## config.mk

```make
export PLATFORM = sky130hd
export DESIGN_NAME = http_chunked_decoder_top
export DESIGN_NICKNAME = d
export VERILOG_FILES = /design/src/rtl/core/hcd_pkg.sv /design/src/rtl/core/hcd_cfg_regs.sv /design/src/rtl/core/hcd_line_parse.sv /design/src/rtl/core/http_chunked_decoder_top.sv
export SDC_FILE = /design/constraint.sdc
export NUM_CORES = 1
export LEC_CHECK = 0
export ABC_CLOCK_PERIOD_IN_PS = 7400
export BUFFER_PORTS_ARGS = -buffer_cell sky130_fd_sc_hd__buf_4
export CORE_UTILIZATION = 29
export CTS_CLUSTER_SIZE = 8
export DETAILED_ROUTE_END_ITERATION = 8
export PLACE_DENSITY_LB_ADDON = 0.25
export SETUP_SLACK_MARGIN = 0.02
export SLEW_MARGIN = 20
export SYNTH_ARGS = -nofsm -noshare
export SYNTH_HDL_FRONTEND = slang
export SYNTH_SLANG_ARGS = --single-unit
```

## constraint.sdc

```tcl
create_clock -name clk -period 7.4 [get_ports clk]
set_input_delay 1.48 -clock clk [delete_from_list [all_inputs] [get_ports clk]]
set_output_delay 1.48 -clock clk [all_outputs]
set_load 0.1 [all_outputs]
```

## src/rtl/core/hcd_pkg.sv

```systemverilog
// ----------------------------------------------------------------------------
// hcd_pkg
// Shared types, codes and helpers for the chunked transfer decoder.
// ----------------------------------------------------------------------------
package hcd_pkg;

    // Register map (index = paddr[2])
    localparam int unsigned PADDR_W    = 3;
    localparam int unsigned PDATA_W    = 32;
    localparam logic [0:0]  REG_LINE_LEN  = 1'b0;
    localparam logic [0:0]  REG_CHUNK_MAX = 1'b1;

    // Field widths
    localparam int unsigned LINE_W  = 9;
    localparam int unsigned SIZE_W  = 31;
    localparam int unsigned CHUNK_W = 32;
    localparam int unsigned OUT_W   = 48;

    // Reset values of the registers
    localparam logic [LINE_W-1:0] LINE_LEN_RST  = 9'd511;
    localparam logic [SIZE_W-1:0] CHUNK_MAX_RST = 31'h7FFF_FFFF;

    // Characters of interest
    localparam logic [7:0] CH_NUL   = 8'h00;
    localparam logic [7:0] CH_TAB   = 8'h09;
    localparam logic [7:0] CH_LF    = 8'h0A;
    localparam logic [7:0] CH_CR    = 8'h0D;
    localparam logic [7:0] CH_SPACE = 8'h20;
    localparam logic [7:0] CH_PLUS  = 8'h2B;
    localparam logic [7:0] CH_MINUS = 8'h2D;
    localparam logic [7:0] CH_ZERO  = 8'h30;
    localparam logic [7:0] CH_X_UC  = 8'h58;
    localparam logic [7:0] CH_X_LC  = 8'h78;

    // Decoder phase
    typedef enum logic [2:0] {
        PH_LINE = 3'd0,
        PH_DATA = 3'd1,
        PH_SKIP = 3'd2,
        PH_TAIL = 3'd3,
        PH_END  = 3'd4
    } phase_t;

    // Size line parser step
    typedef enum logic [2:0] {
        PS_WS     = 3'd0,
        PS_SIGN   = 3'd1,
        PS_ZERO   = 3'd2,
        PS_ZX     = 3'd3,
        PS_DIGITS = 3'd4,
        PS_DONE   = 3'd5
    } pstep_t;

    // Result status codes
    typedef enum logic [2:0] {
        ST_FRAMING = 3'd0,
        ST_PAYLOAD = 3'd1,
        ST_ENDED   = 3'd2,
        ST_BADLINE = 3'd3,
        ST_IGNORED = 3'd4
    } status_t;

    // Parser step plus line flags
    typedef struct packed {
        pstep_t step;
        logic   neg;   // minus seen
        logic   ovf;   // value overflowed 31 bits
        logic   dig;   // at least one digit
        logic   bad;   // sign in first byte
        logic   nul;   // NUL seen, CR LF no longer ends the line
    } parse_t;

    localparam parse_t PARSE_CLR = '{step: PS_WS, neg: 1'b0, ovf: 1'b0,
                                     dig: 1'b0, bad: 1'b0, nul: 1'b0};

    // Hex digit value; bit 4 set means not a hex digit
    function automatic logic [4:0] hex_value(input logic [7:0] b);
        logic [4:0] v;
        begin
            v = 5'h10;
            if (b >= 8'h30 && b <= 8'h39)
            begin
                v = {1'b0, b[3:0]};
            end
            else if ((b >= 8'h61 && b <= 8'h66) || (b >= 8'h41 && b <= 8'h46))
            begin
                v = {1'b0, b[3:0] + 4'd9};
            end
            return v;
        end
    endfunction

    function automatic logic is_space(input logic [7:0] b);
        begin
            return (b == CH_SPACE) || (b >= CH_TAB && b <= CH_CR);
        end
    endfunction

endpackage

```

## src/rtl/core/hcd_cfg_regs.sv

```systemverilog
// ----------------------------------------------------------------------------
// hcd_cfg_regs
// APB register block: line length cap and largest chunk size.
// ----------------------------------------------------------------------------
module hcd_cfg_regs
    import hcd_pkg::*;
(
    input  logic               clk,
    input  logic               rst_n,
    input  logic               psel,
    input  logic               penable,
    input  logic               pwrite,
    input  logic [PADDR_W-1:0] paddr,
    input  logic [PDATA_W-1:0] pwdata,
    output logic [PDATA_W-1:0] prdata,
    output logic               pready,
    output logic [LINE_W-1:0]  max_line_len,
    output logic [SIZE_W-1:0]  max_chunk_size
);

    logic [LINE_W-1:0] line_len_reg;
    logic [SIZE_W-1:0] chunk_max_reg;
    logic              wr_en;
    logic [0:0]        reg_idx;

    assign pready  = 1'b1;
    assign wr_en   = psel & penable & pwrite;
    assign reg_idx = paddr[2];

    // register writes
    always_ff @(posedge clk or negedge rst_n)
    begin
        if (!rst_n)
        begin
            line_len_reg  <= LINE_LEN_RST;
            chunk_max_reg <= CHUNK_MAX_RST;
        end
        else if (wr_en)
        begin
            unique case (reg_idx)
                REG_LINE_LEN:  line_len_reg  <= pwdata[LINE_W-1:0];
                REG_CHUNK_MAX: chunk_max_reg <= pwdata[SIZE_W-1:0];
                default:       ;
            endcase
        end
    end

    // read back
    always_comb
    begin
        unique case (reg_idx)
            REG_LINE_LEN:  prdata = {{(PDATA_W-LINE_W){1'b0}}, line_len_reg};
            REG_CHUNK_MAX: prdata = {{(PDATA_W-SIZE_W){1'b0}}, chunk_max_reg};
            default:       prdata = '0;
        endcase
    end

    assign max_line_len   = line_len_reg;
    assign max_chunk_size = chunk_max_reg;

endmodule

```

## src/rtl/core/hcd_line_parse.sv

```systemverilog
// ----------------------------------------------------------------------------
// hcd_line_parse
// Absorbs one size-line byte: NUL tracking, first-byte sign check and the
// base-16 conversion step with overflow detection.
// ----------------------------------------------------------------------------
module hcd_line_parse
    import hcd_pkg::*;
(
    input  parse_t            parse_in,
    input  logic [SIZE_W-1:0] accum_in,
    input  logic [7:0]        byte_in,
    input  logic              first_byte,
    output parse_t            parse_out,
    output logic [SIZE_W-1:0] accum_out
);

    logic [4:0] hv;
    logic       is_hex;
    logic       take_digit;

    assign hv     = hex_value(byte_in);
    assign is_hex = ~hv[4];

    // step of the conversion
    always_comb
    begin
        parse_out  = parse_in;
        accum_out  = accum_in;
        take_digit = 1'b0;
        if (byte_in == CH_NUL)
        begin
            parse_out.nul = 1'b1;
        end
        else if (!parse_in.nul)
        begin
            if (first_byte && (byte_in == CH_PLUS || byte_in == CH_MINUS))
            begin
                parse_out.bad = 1'b1;
            end
            unique case (parse_in.step)
                PS_WS, PS_SIGN:
                begin
                    if (parse_in.step == PS_WS && is_space(byte_in))
                    begin
                        parse_out.step = parse_in.step;
                    end
                    else if (parse_in.step == PS_WS &&
                             (byte_in == CH_PLUS || byte_in == CH_MINUS))
                    begin
                        if (byte_in == CH_MINUS)
                        begin
                            parse_out.neg = 1'b1;
                        end
                        parse_out.step = PS_SIGN;
                    end
                    else if (byte_in == CH_ZERO)
                    begin
                        parse_out.dig  = 1'b1;
                        parse_out.step = PS_ZERO;
                    end
                    else if (is_hex)
                    begin
                        parse_out.dig  = 1'b1;
                        take_digit     = 1'b1;
                        parse_out.step = PS_DIGITS;
                    end
                    else
                    begin
                        parse_out.step = PS_DONE;
                    end
                end
                PS_ZERO:
                begin
                    if (byte_in == CH_X_LC || byte_in == CH_X_UC)
                    begin
                        parse_out.step = PS_ZX;
                    end
                    else if (is_hex)
                    begin
                        take_digit     = 1'b1;
                        parse_out.step = PS_DIGITS;
                    end
                    else
                    begin
                        parse_out.step = PS_DONE;
                    end
                end
                PS_ZX, PS_DIGITS:
                begin
                    if (is_hex)
                    begin
                        take_digit     = 1'b1;
                        parse_out.step = PS_DIGITS;
                    end
                    else
                    begin
                        parse_out.step = PS_DONE;
                    end
                end
                default:
                begin
                    parse_out.step = PS_DONE;
                end
            endcase
        end

        // accumulate digit; any of the top four bits set means x16 would overflow
        if (take_digit && !parse_in.ovf)
        begin
            if (|accum_in[SIZE_W-1:SIZE_W-4])
            begin
                parse_out.ovf = 1'b1;
            end
            else
            begin
                accum_out = {accum_in[SIZE_W-5:0], hv[3:0]};
            end
        end
    end

endmodule

```

## src/rtl/core/http_chunked_decoder_top.sv

```systemverilog
// ----------------------------------------------------------------------------
// http_chunked_decoder_top
// HTTP/1.1 chunked transfer decoder, one raw byte per transaction.
// ----------------------------------------------------------------------------
// Takes one byte of a chunked body per clock while the input is not stalled
// and returns exactly one result transaction per byte: a status code, the
// payload byte, the current chunk size and an end flag. Each byte is decoded
// combinationally from the decoder state registers into an output register,
// and its result appears there in the cycle after the byte is taken; the
// output register can be reloaded in the same cycle that its result is
// taken, and back-pressure only stalls the input while that register is
// full and not being drained. Size lines are parsed as hexadecimal on the
// fly; malformed lines end the stream. The two registers (line length cap,
// largest chunk size) should be written only while the decoder is idle.
// ----------------------------------------------------------------------------
module http_chunked_decoder_top
    import hcd_pkg::*;
(
    input  logic               clk,
    input  logic               rst_n,
    // input stream
    input  logic               s_axis_tvalid,
    output logic               s_axis_tready,
    input  logic [7:0]         s_axis_tdata,   // [7:0] in_byte
    // result stream
    output logic               m_axis_tvalid,
    input  logic               m_axis_tready,
    output logic [OUT_W-1:0]   m_axis_tdata,   // [2:0] status, [10:3] data_byte,
                                               // [42:11] chunk_size, [43] ended
    // configuration
    input  logic               psel,
    input  logic               penable,
    input  logic               pwrite,
    input  logic [PADDR_W-1:0] paddr,
    input  logic [PDATA_W-1:0] pwdata,
    output logic [PDATA_W-1:0] prdata,
    output logic               pready
);

    logic [LINE_W-1:0]  max_line_len;
    logic [SIZE_W-1:0]  max_chunk_size;

    // decoder state
    phase_t              phase_reg, phase_next;
    logic [LINE_W-1:0]   line_count_reg, line_count_next;
    logic [SIZE_W-1:0]   accum_reg, accum_next;
    parse_t              parse_reg, parse_next;
    logic                prev_cr_reg, prev_cr_next;
    logic [SIZE_W-1:0]   remaining_reg, remaining_next;
    logic [CHUNK_W-1:0]  cur_size_reg, cur_size_next;
    logic [1:0]          skip_reg, skip_next;
    logic                done_reg, done_next;

    // result register
    logic                out_valid_reg;
    status_t             status_reg, status_next;
    logic [7:0]          data_reg, data_next;

    // parser outputs
    parse_t              parse_byte;
    logic [SIZE_W-1:0]   accum_byte;

    // shared conditions
    logic                accept;
    logic [7:0]          in_byte;
    logic                line_done;
    logic                line_bad;
    logic [LINE_W:0]     line_n;
    logic                cap_hit;
    logic [SIZE_W-1:0]   rem_after;
    logic [1:0]          skip_after;

    hcd_cfg_regs u_cfg (
        .clk            (clk),
        .rst_n          (rst_n),
        .psel           (psel),
        .penable        (penable),
        .pwrite         (pwrite),
        .paddr          (paddr),
        .pwdata         (pwdata),
        .prdata         (prdata),
        .pready         (pready),
        .max_line_len   (max_line_len),
        .max_chunk_size (max_chunk_size)
    );

    hcd_line_parse u_parse (
        .parse_in   (parse_reg),
        .accum_in   (accum_reg),
        .byte_in    (in_byte),
        .first_byte (line_count_reg == '0),
        .parse_out  (parse_byte),
        .accum_out  (accum_byte)
    );

    // handshake
    assign s_axis_tready = ~out_valid_reg | m_axis_tready;
    assign accept        = s_axis_tvalid & s_axis_tready;
    assign in_byte       = s_axis_tdata;

    // line completion and checks
    assign line_done  = ~parse_reg.nul & prev_cr_reg & (in_byte == CH_LF);
    assign line_bad   = ~parse_reg.dig | parse_reg.bad | parse_reg.ovf
                        | (parse_reg.neg & (accum_reg != '0))
                        | (accum_reg > max_chunk_size);
    assign line_n     = {1'b0, line_count_reg} + {{LINE_W{1'b0}}, 1'b1};
    assign cap_hit    = line_n >= {1'b0, max_line_len};
    assign rem_after  = (remaining_reg != '0) ? remaining_reg - 1'b1 : remaining_reg;
    assign skip_after = (skip_reg != 2'd0) ? skip_reg - 2'd1 : skip_reg;

    // phase next state
    always_comb
    begin
        phase_next = phase_reg;
        unique case (phase_reg)
            PH_LINE:
            begin
                if (line_done)
                begin
                    if (line_bad)
                    begin
                        phase_next = PH_END;
                    end
                    else if (accum_reg == '0)
                    begin
                        phase_next = PH_TAIL;
                    end
                    else
                    begin
                        phase_next = PH_DATA;
                    end
                end
                else if (cap_hit)
                begin
                    phase_next = PH_END;
                end
            end
            PH_DATA:
            begin
                if (rem_after == '0)
                begin
                    phase_next = PH_SKIP;
                end
            end
            PH_SKIP:
            begin
                if (skip_after == 2'd0)
                begin
                    phase_next = PH_LINE;
                end
            end
            PH_TAIL:
            begin
                if (skip_after == 2'd0)
                begin
                    phase_next = PH_END;
                end
            end
            default:
            begin
                phase_next = PH_END;
            end
        endcase
    end

    // datapath updates and result
    always_comb
    begin
        line_count_next = line_count_reg;
        accum_next      = accum_reg;
        parse_next      = parse_reg;
        prev_cr_next    = prev_cr_reg;
        remaining_next  = remaining_reg;
        cur_size_next   = cur_size_reg;
        skip_next       = skip_reg;
        done_next       = done_reg;
        status_next     = ST_FRAMING;
        data_next       = '0;
        unique case (phase_reg)
            PH_LINE:
            begin
                if (line_done || cap_hit)
                begin
                    line_count_next = '0;
                    accum_next      = '0;
                    parse_next      = PARSE_CLR;
                    prev_cr_next    = 1'b0;
                    if (line_done && !line_bad)
                    begin
                        cur_size_next = {1'b0, accum_reg};
                        if (accum_reg == '0)
                        begin
                            skip_next = 2'd2;
                        end
                        else
                        begin
                            remaining_next = accum_reg;
                        end
                    end
                    else
                    begin
                        // rejected line or length cap
                        status_next    = ST_BADLINE;
                        done_next      = 1'b1;
                        cur_size_next  = '0;
                        remaining_next = '0;
                    end
                end
                else
                begin
                    parse_next      = parse_byte;
                    accum_next      = accum_byte;
                    prev_cr_next    = (in_byte == CH_CR);
                    line_count_next = line_n[LINE_W-1:0];
                end
            end
            PH_DATA:
            begin
                status_next    = ST_PAYLOAD;
                data_next      = in_byte;
                remaining_next = rem_after;
                if (rem_after == '0)
                begin
                    skip_next = 2'd2;
                end
            end
            PH_SKIP:
            begin
                skip_next = skip_after;
                if (skip_after == 2'd0)
                begin
                    line_count_next = '0;
                    accum_next      = '0;
                    parse_next      = PARSE_CLR;
                    prev_cr_next    = 1'b0;
                end
            end
            PH_TAIL:
            begin
                skip_next = skip_after;
                if (skip_after == 2'd0)
                begin
                    done_next   = 1'b1;
                    status_next = ST_ENDED;
                end
            end
            default:
            begin
                status_next = ST_IGNORED;
            end
        endcase
    end

    // state registers
    always_ff @(posedge clk or negedge rst_n)
    begin
        if (!rst_n)
        begin
            phase_reg      <= PH_LINE;
            line_count_reg <= '0;
            accum_reg      <= '0;
            parse_reg      <= PARSE_CLR;
            prev_cr_reg    <= 1'b0;
            remaining_reg  <= '0;
            cur_size_reg   <= '1;
            skip_reg       <= 2'd0;
            done_reg       <= 1'b0;
        end
        else if (accept)
        begin
            phase_reg      <= phase_next;
            line_count_reg <= line_count_next;
            accum_reg      <= accum_next;
            parse_reg      <= parse_next;
            prev_cr_reg    <= prev_cr_next;
            remaining_reg  <= remaining_next;
            cur_size_reg   <= cur_size_next;
            skip_reg       <= skip_next;
            done_reg       <= done_next;
        end
    end

    // output valid
    always_ff @(posedge clk or negedge rst_n)
    begin
        if (!rst_n)
        begin
            out_valid_reg <= 1'b0;
        end
        else if (accept)
        begin
            out_valid_reg <= 1'b1;
        end
        else if (m_axis_tready)
        begin
            out_valid_reg <= 1'b0;
        end
    end

    // output payload
    logic [CHUNK_W-1:0] out_size_reg;
    logic               out_ended_reg;

    always_ff @(posedge clk)
    begin
        if (accept)
        begin
            status_reg    <= status_next;
            data_reg      <= data_next;
            out_size_reg  <= cur_size_next;
            out_ended_reg <= done_next;
        end
    end

    assign m_axis_tvalid = out_valid_reg;
    assign m_axis_tdata  = {4'b0000, out_ended_reg, out_size_reg, data_reg, status_reg};

endmodule
```

==> impl_metrics.tcl, run 1 <==
set metrics [dict create \
    status "completed" \
    leakage_nw 5.673 \
    stdcell_area_sq_um 13340 \
    die_w_um 197.4 \
    r2r_setup_slack_ps 3400 \
    worstRegToRegCells 13 \
    dp_hpwl_mm 21.33 \
    clock_tree.buffer_depth 3 \
    antenna_cells 0 \
    hold_viol 0 \
    crit_end "parse_reg[5]$_DFFE_PN0P_" \
    final_layout_size_suffix_gt1_frac 0.2466 \
    syn_inst 1119 \
    final_util 0.3550 \
    cts_root_buf "clkbuf_16" \
    critPathKind "reg2reg" \
    cp_data_arrival_time_ps 4480 \
    antenna_found_initial 0 \
    tightest_slew_ps 1148 \
    yosysWarnings 0 \
    firstDrtPassIters 6 \
    min_path_type "reg2reg" \
    cts.repair.resized 0 \
    ys.flop_type "dfrtp_1" \
    ant_nets 0 \
    place_ws_ps 2693 \
    clk_pin_slew_ps 50 \
    totalPowerFinal_w 0.003559 \
    hp-start "done_reg$_DFFE_PN0P_" \
    rsz0062_at_grt "no" \
    synth.most_common_cell "nand2_1" \
    startpoint "line_count_reg[0]$_DFFE_PN0P_" \
    grt_overflow 0 \
    drt-vias-per-instance 5.062 \
    worst_slack_ps 3397 \
    synth_enable_flop_cells 44 \
    dieArea_sq_um 38950 \
    path_max_fanout 30 \
    core-area_sq_um 37580 \
    cp_data_required_time_ps 7880 \
    grt_max_degree 95 \
    grt_pass1_vias 8677 \
    period_needed_ps 4003 \
    port_buffers 123 \
    drv_cap 0 \
    max_freq_ghz 0.2498 \
    cts_buffers 29 \
    setup_viol 0 \
    drt_wl_total_mm 31.07 \
    via_count 8888 \
    syn_area_per_cell_sq_um 9.891 \
    drcViolationCount 0 \
    timing.rr.start "line_count_reg[0]$_DFFE_PN0P_" \
    relSlewSlack 0.2347 \
    start_kind "flop" \
    final_nets 1321 \
    place.gp.congestion 0.8501 \
    row_count 71 \
    clock_sinks 203 \
    nFillCells 3810 \
    place_area_sq_um 12480 \
    cts_setup_buffers 0 \
    ir_worst_vdd_mv 0.1748 \
    cts_tree "built" \
    synth_area_sq_um 11070 \
    crit_path_end_kind "flop" \
    die_h_um 197.4 \
    io_pins 133 \
    synth_top_cell_area_share 0.1967 \
    fin_setup_tns_ps 0 \
    skew_ps 25.10 \
    p_per_area_nw_per_um2 266.8 \
    synth_commonest_cells "nand2_1, o21ai_0, dfrtp_1" \
    initial_core_util 0.2945 \
    synth_cell_types 70 \
    ys_seq_area_frac 0.4870 \
    maxSlewViolCount 0 \
    cts-hold-fix-buffers 0 \
    drt_iter0_drc 682 \
    r2r-end "parse_reg[5]$_DFFE_PN0P_" \
    yosys.area.top_type "dfrtp_1" \
    grt.total_usage 0.1605 \
    synthArstFlopShare 0.7833 \
    synth_seq_cells 203 \
    h-tree-depth 1 \
    post-route-period-util 0.5409 \
    clock_latency_ps 560 \
    wl_per_cell_um 17.69 \
    netlist_top_cells_area "dfrtp_1, dfstp_2, edfxtp_1, ha_1, a22o_1" \
    area_delta_synth_final_pct 20.52 \
    grt_pass1_wl_mm 49.63 \
]
[where the power goes]
group | internal (W) | switching [W]
sequential | 0.00127 | 0.0000959
combinational | 0.000294 | 0.000632
clock | 0.000764 | 0.000500
[worst max-delay path, cell delays in order (launching register included)]
cell and delay (ps):
dfrtp_1 430, ha_1 270, and3_1 220, xor2_1 220, ha_1 290, a21oi_1 130, nor2b_1 50, a2111oi_0 360
o21ai_0 200, a31oi_1 260, buf_4 210, o21a_1 900, o31a_1 270, o22a_1 130
[cell usage in the layout (no fill, tap or decap), drive strengths merged, types with 10 or more instances in the layout]
cell and instances:
ha 48, o21ai 103, nor2 59, nor4 22, a22o 65, edfxtp 44
nand4 17, nand2 125, mux2 44, a21oi 74, clkbuf 51, a31oi 22
nand3 16, dfrtp 87, buf 138, nand2b 10, nor3 28, and3 13
and2 33, inv 55, dfstp 72
[stage by stage]
step | hold slack (ps) | cells
6_report | 447.2 | 1756
5_1_grt | 479.9 | 1756
3_3_place_gp | 432.6 | 1702
3_5_place_dp | 436.3 | 1702
4_1_cts | 449.0 | 1755
2_1_floorplan | 420.9 | 1123
[how the worst min path moves through the flow]
stage,end,slack (ps),depth (start not counted)
floorplan,done_reg$_DFFE_PN0P_,420,2
global placement,done_reg$_DFFE_PN0P_,430,2
detailed placement,done_reg$_DFFE_PN0P_,440,2
CTS,done_reg$_DFFE_PN0P_,450,2
global route,done_reg$_DFFE_PN0P_,480,2
finish,done_reg$_DFFE_PN0P_,450,2
[logic make-up (layout without fill, tap and decap cells)]
logic type / count (synthesis) / in the layout / synth area share
and+or+nand+nor: 364 / 364 / 0.1695
buffers and inverters: 123 / 245 / 0.04544
AOI/OAI and AO/OA: 318 / 318 / 0.1848
adders and majority gates: 48 / 48 / 0.05426
muxes: 45 / 45 / 0.04567
DFF: 203 / 203 / 0.4870
xor gates and xnor gates: 16 / 16 / 0.01266
other: 2 / 6 / 0.0006785
[metal layers]
metal / track usage / vias to the layer above / wire [um]
met1: 0.2228 / 4353 / 14440
met4: 0.03388 / 0 / 374
met3: 0.02254 / 22 / 1410
met2: 0.2647 / 225 / 14850
met5: 0 / - / 0
li1: - / 4288 / -
[cell type report]
cell class | instances | area, sq um | share of cell area
clock buffers | 51 | 808.3 | 0.06059
clock inverters | 2 | 38.79 | 0.002908
well taps | 511 | 639.4 | 0.04793
inverters | 54 | 202.7 | 0.01520
multi-input cells | 797 | 5216 | 0.3911
repair buffers | 138 | 1044 | 0.07823
flip-flops and latches | 203 | 5390 | 0.4041
Note: power is estimated with default switching activity, not from simulation.
==> inputs of run 2 (changes only) <==
--- a/config.mk
+++ b/config.mk
@@ -5,7 +5,8 @@
 export SDC_FILE = /design/constraint.sdc
 export NUM_CORES = 1
 export LEC_CHECK = 0
-export ABC_CLOCK_PERIOD_IN_PS = 7400
+export ABC_AREA = 1
+export ABC_CLOCK_PERIOD_IN_PS = 3800
 export BUFFER_PORTS_ARGS = -buffer_cell sky130_fd_sc_hd__buf_4
 export CORE_UTILIZATION = 29
 export CTS_CLUSTER_SIZE = 8
==> constraint.sdc (replaced) <==
create_clock -name clk -period 3.8 [get_ports clk]
set_input_delay 0.76 -clock clk [delete_from_list [all_inputs] [get_ports clk]]
set_output_delay 0.76 -clock clk [all_outputs]
set_load 0.1 [all_outputs]
==> run 2 against run 1 <==
Synthesized cell count up 44%. Via count increased by 20%. Non-clock buffer count increased by 3. Total power up 89%. Maximum frequency up 25%. Global-route usage decreased by 0.15 points. Largest power group unchanged. Highest routed layer unchanged.
==> impl_metrics.tcl, run 2 <==
set metrics [dict create \
    synth_cell_types 46 \
    grt_max_degree 67 \
    netlist_top_cells_area "dfrtp_1, nand2_1, dfstp_2, edfxtp_1, nor2_1" \
    start_kind "flop" \
    yosys.area.top_type "dfrtp_1" \
    dieArea_sq_um 42740 \
    cts_buffers 29 \
    ant_nets 0 \
    grt_pass1_vias 10290 \
    clock_sinks 203 \
    layout.cells.non_filler 2275 \
    grt_overflow 0 \
    synth_commonest_cells "nand2_1, nor2_1, inv_1" \
    syn_area_per_cell_sq_um 7.570 \
    clk_pin_slew_ps 60 \
    setup_viol 0 \
    synth_seq_cells 203 \
    met1_usage 0.2170 \
    status "completed" \
    mostFrequentLayoutCells "nand2_1, nor2_1, inv_1" \
    relSlewSlack 0.5173 \
    ir_worst_vdd_mv 0.3280 \
    ys_seq_area_frac 0.4434 \
    critPathKind "reg2reg" \
    min_path_type "in2async" \
    grt.total_usage 0.1590 \
    synth.most_common_cell "nand2_1" \
    cts-hold-fix-buffers 0 \
    die_h_um 206.7 \
    drcViolationCount 0 \
    drv_cap 0 \
    drt_wl_total_mm 33.00 \
    grt_use_met2 0.2594 \
    crit_path_end_kind "flop" \
    wl_per_cell_um 14.51 \
    path_max_fanout 25 \
    final_nets 1818 \
    h-tree-depth 1 \
    period_needed_ps 3198 \
    skew_ps 13.50 \
    drt_iter0_drc 646 \
    r2r_setup_slack_ps 600 \
    clock_latency_ps 550 \
    max_freq_ghz 0.3127 \
    tightest_slew_ps 723.3 \
    leakage_nw 6.787 \
    worst_slack_ps 601.8 \
    synth_top_cell_area_share 0.1791 \
    clock_tree.buffer_depth 3 \
    cts.repair.resized 0 \
    synthArstFlopShare 0.7833 \
    cts_setup_buffers 0 \
    port_buffers 123 \
    firstDrtPassIters 7 \
    synth_area_sq_um 12160 \
    core-area_sq_um 41110 \
    ys.flop_type "dfrtp_1" \
    post-route-period-util 0.8416 \
    final_layout_size_suffix_gt1_frac 0.2025 \
    cp_data_required_time_ps 4270 \
    via_count 10670 \
    syn_inst 1606 \
    top_usage_layer "met2" \
    antenna_found_initial 0 \
    cts_root_buf "clkbuf_16" \
    place.gp.congestion 0.9084 \
    placed_cells_incl_taps 2221 \
    final_common_cell "nand2_1" \
    area_delta_synth_final_pct 18.77 \
    hold_viol 0 \
    place_ws_ps 592.0 \
    yosysWarnings 0 \
    row_count 74 \
    r2r-end "remaining_reg[2]$_DFFE_PN0P_" \
    maxSlewViolCount 0 \
    cp_data_arrival_time_ps 3670 \
    io_pins 133 \
    rsz0062_at_grt "no" \
    die_w_um 206.7 \
    final_util 0.3512 \
    p_per_area_nw_per_um2 466.0 \
    grt_use_met3 0.02496 \
    timing.rr.start "line_count_reg[0]$_DFFE_PN0P_" \
    synth_enable_flop_cells 44 \
    initial_core_util 0.2957 \
    worstRegToRegCells 22 \
    drt-vias-per-instance 4.688 \
    antenna_cells 0 \
    cts_tree "built" \
    dp_hpwl_mm 24.58 \
    grt_pass1_wl_mm 54.28 \
]
[run 2: cell types whose count changed after synthesis, sizes merged, moves of 44 or more]
cell   delta
nand2   +407
nor2    +145
inv     +133
nand3    +71
a22o     -64
mux2     -44
[run 2: cells by family after synthesis]
logic type	after synthesis	synth area share
AO/OA/AOI/OAI	235	0.1187
XOR/XNOR	6	0.004323
adder cells (fa/ha/maj)	48	0.04940
buffers and inverters	249	0.08769
flip-flops	203	0.4434
other	2	0.0006178
AND/OR/NAND/NOR	863	0.2959
[run 2: worst max-delay path by stage]
stage	from	end	slack (ps)
floorplan	paddr[2]	prdata[1]	-140
global placement	line_count_reg[0]$_DFFE_PN0P_	remaining_reg[2]$_DFFE_PN0P_	580
detailed placement	line_count_reg[0]$_DFFE_PN0P_	remaining_reg[2]$_DFFE_PN0P_	590
CTS	line_count_reg[0]$_DFFE_PN0P_	remaining_reg[2]$_DFFE_PN0P_	570
global route	line_count_reg[0]$_DFFE_PN0P_	remaining_reg[0]$_DFFE_PN0P_	320
finish	line_count_reg[0]$_DFFE_PN0P_	remaining_reg[2]$_DFFE_PN0P_	600
[run 2: cell type report]
type,instances,area [sq um]
Clock inverter,1,8.758
Multi-Input combinational cell,1158,5731
Timing Repair Buffer,141,1112
Sequential cell,203,5390
Fill cell,4440,26670
Inverter,187,705.7
Tap cell,532,665.6
Clock buffer,53,825.8
[run 2: power by group]
part	internal, W	switching [W]	leakage (nW)	total, W
sequential	0.00260	0.000120	2.20	0.00272
combinational	0.000377	0.00121	4.19	0.00159
clock	0.00144	0.000971	0.396	0.00241
[run 2: critical path, stage by stage, from the launching register on]
cell and delay, ps:
dfrtp_1 400, ha_1 220, nand2_1 80, nor2_1 140, inv_1 90, nand2_1 70, inv_1 50, ha_1 290
nand2_1 50, a21oi_1 120, nor2_1 50, o21ai_1 90, nand3_1 80, nand2_1 70, nand2_1 80, nand2_4 110
nand2_2 70, a21oi_2 160, nand2_2 190, inv_4 320, buf_4 250, nand2_1 80, o21ai_2 50
[run 2: per-stage QoR]
| stage | total power (W) | setup TNS [ps] | area [sq um] | hold WS, ps |
|---|---|---|---|---|
| after global routing | 0.007065 | 0 | 14440 | 238.9 |
| after floorplan | 0.003968 | -1157 | 12180 | 433.9 |
| final | 0.006728 | 0 | 14440 | 197.9 |
| after detailed placement | 0.004366 | 0 | 13600 | 451.7 |
| after global placement | 0.004339 | 0 | 13600 | 445.5 |
| after CTS | 0.006833 | 0 | 14430 | 210.2 |
[run 2: routing by layer]
layer,vias to the layer above,part of all wire
met4,0,0.027
li1,5372,-
met1,5020,0.46
met2,226,0.46
met5,-,0
met3,48,0.047
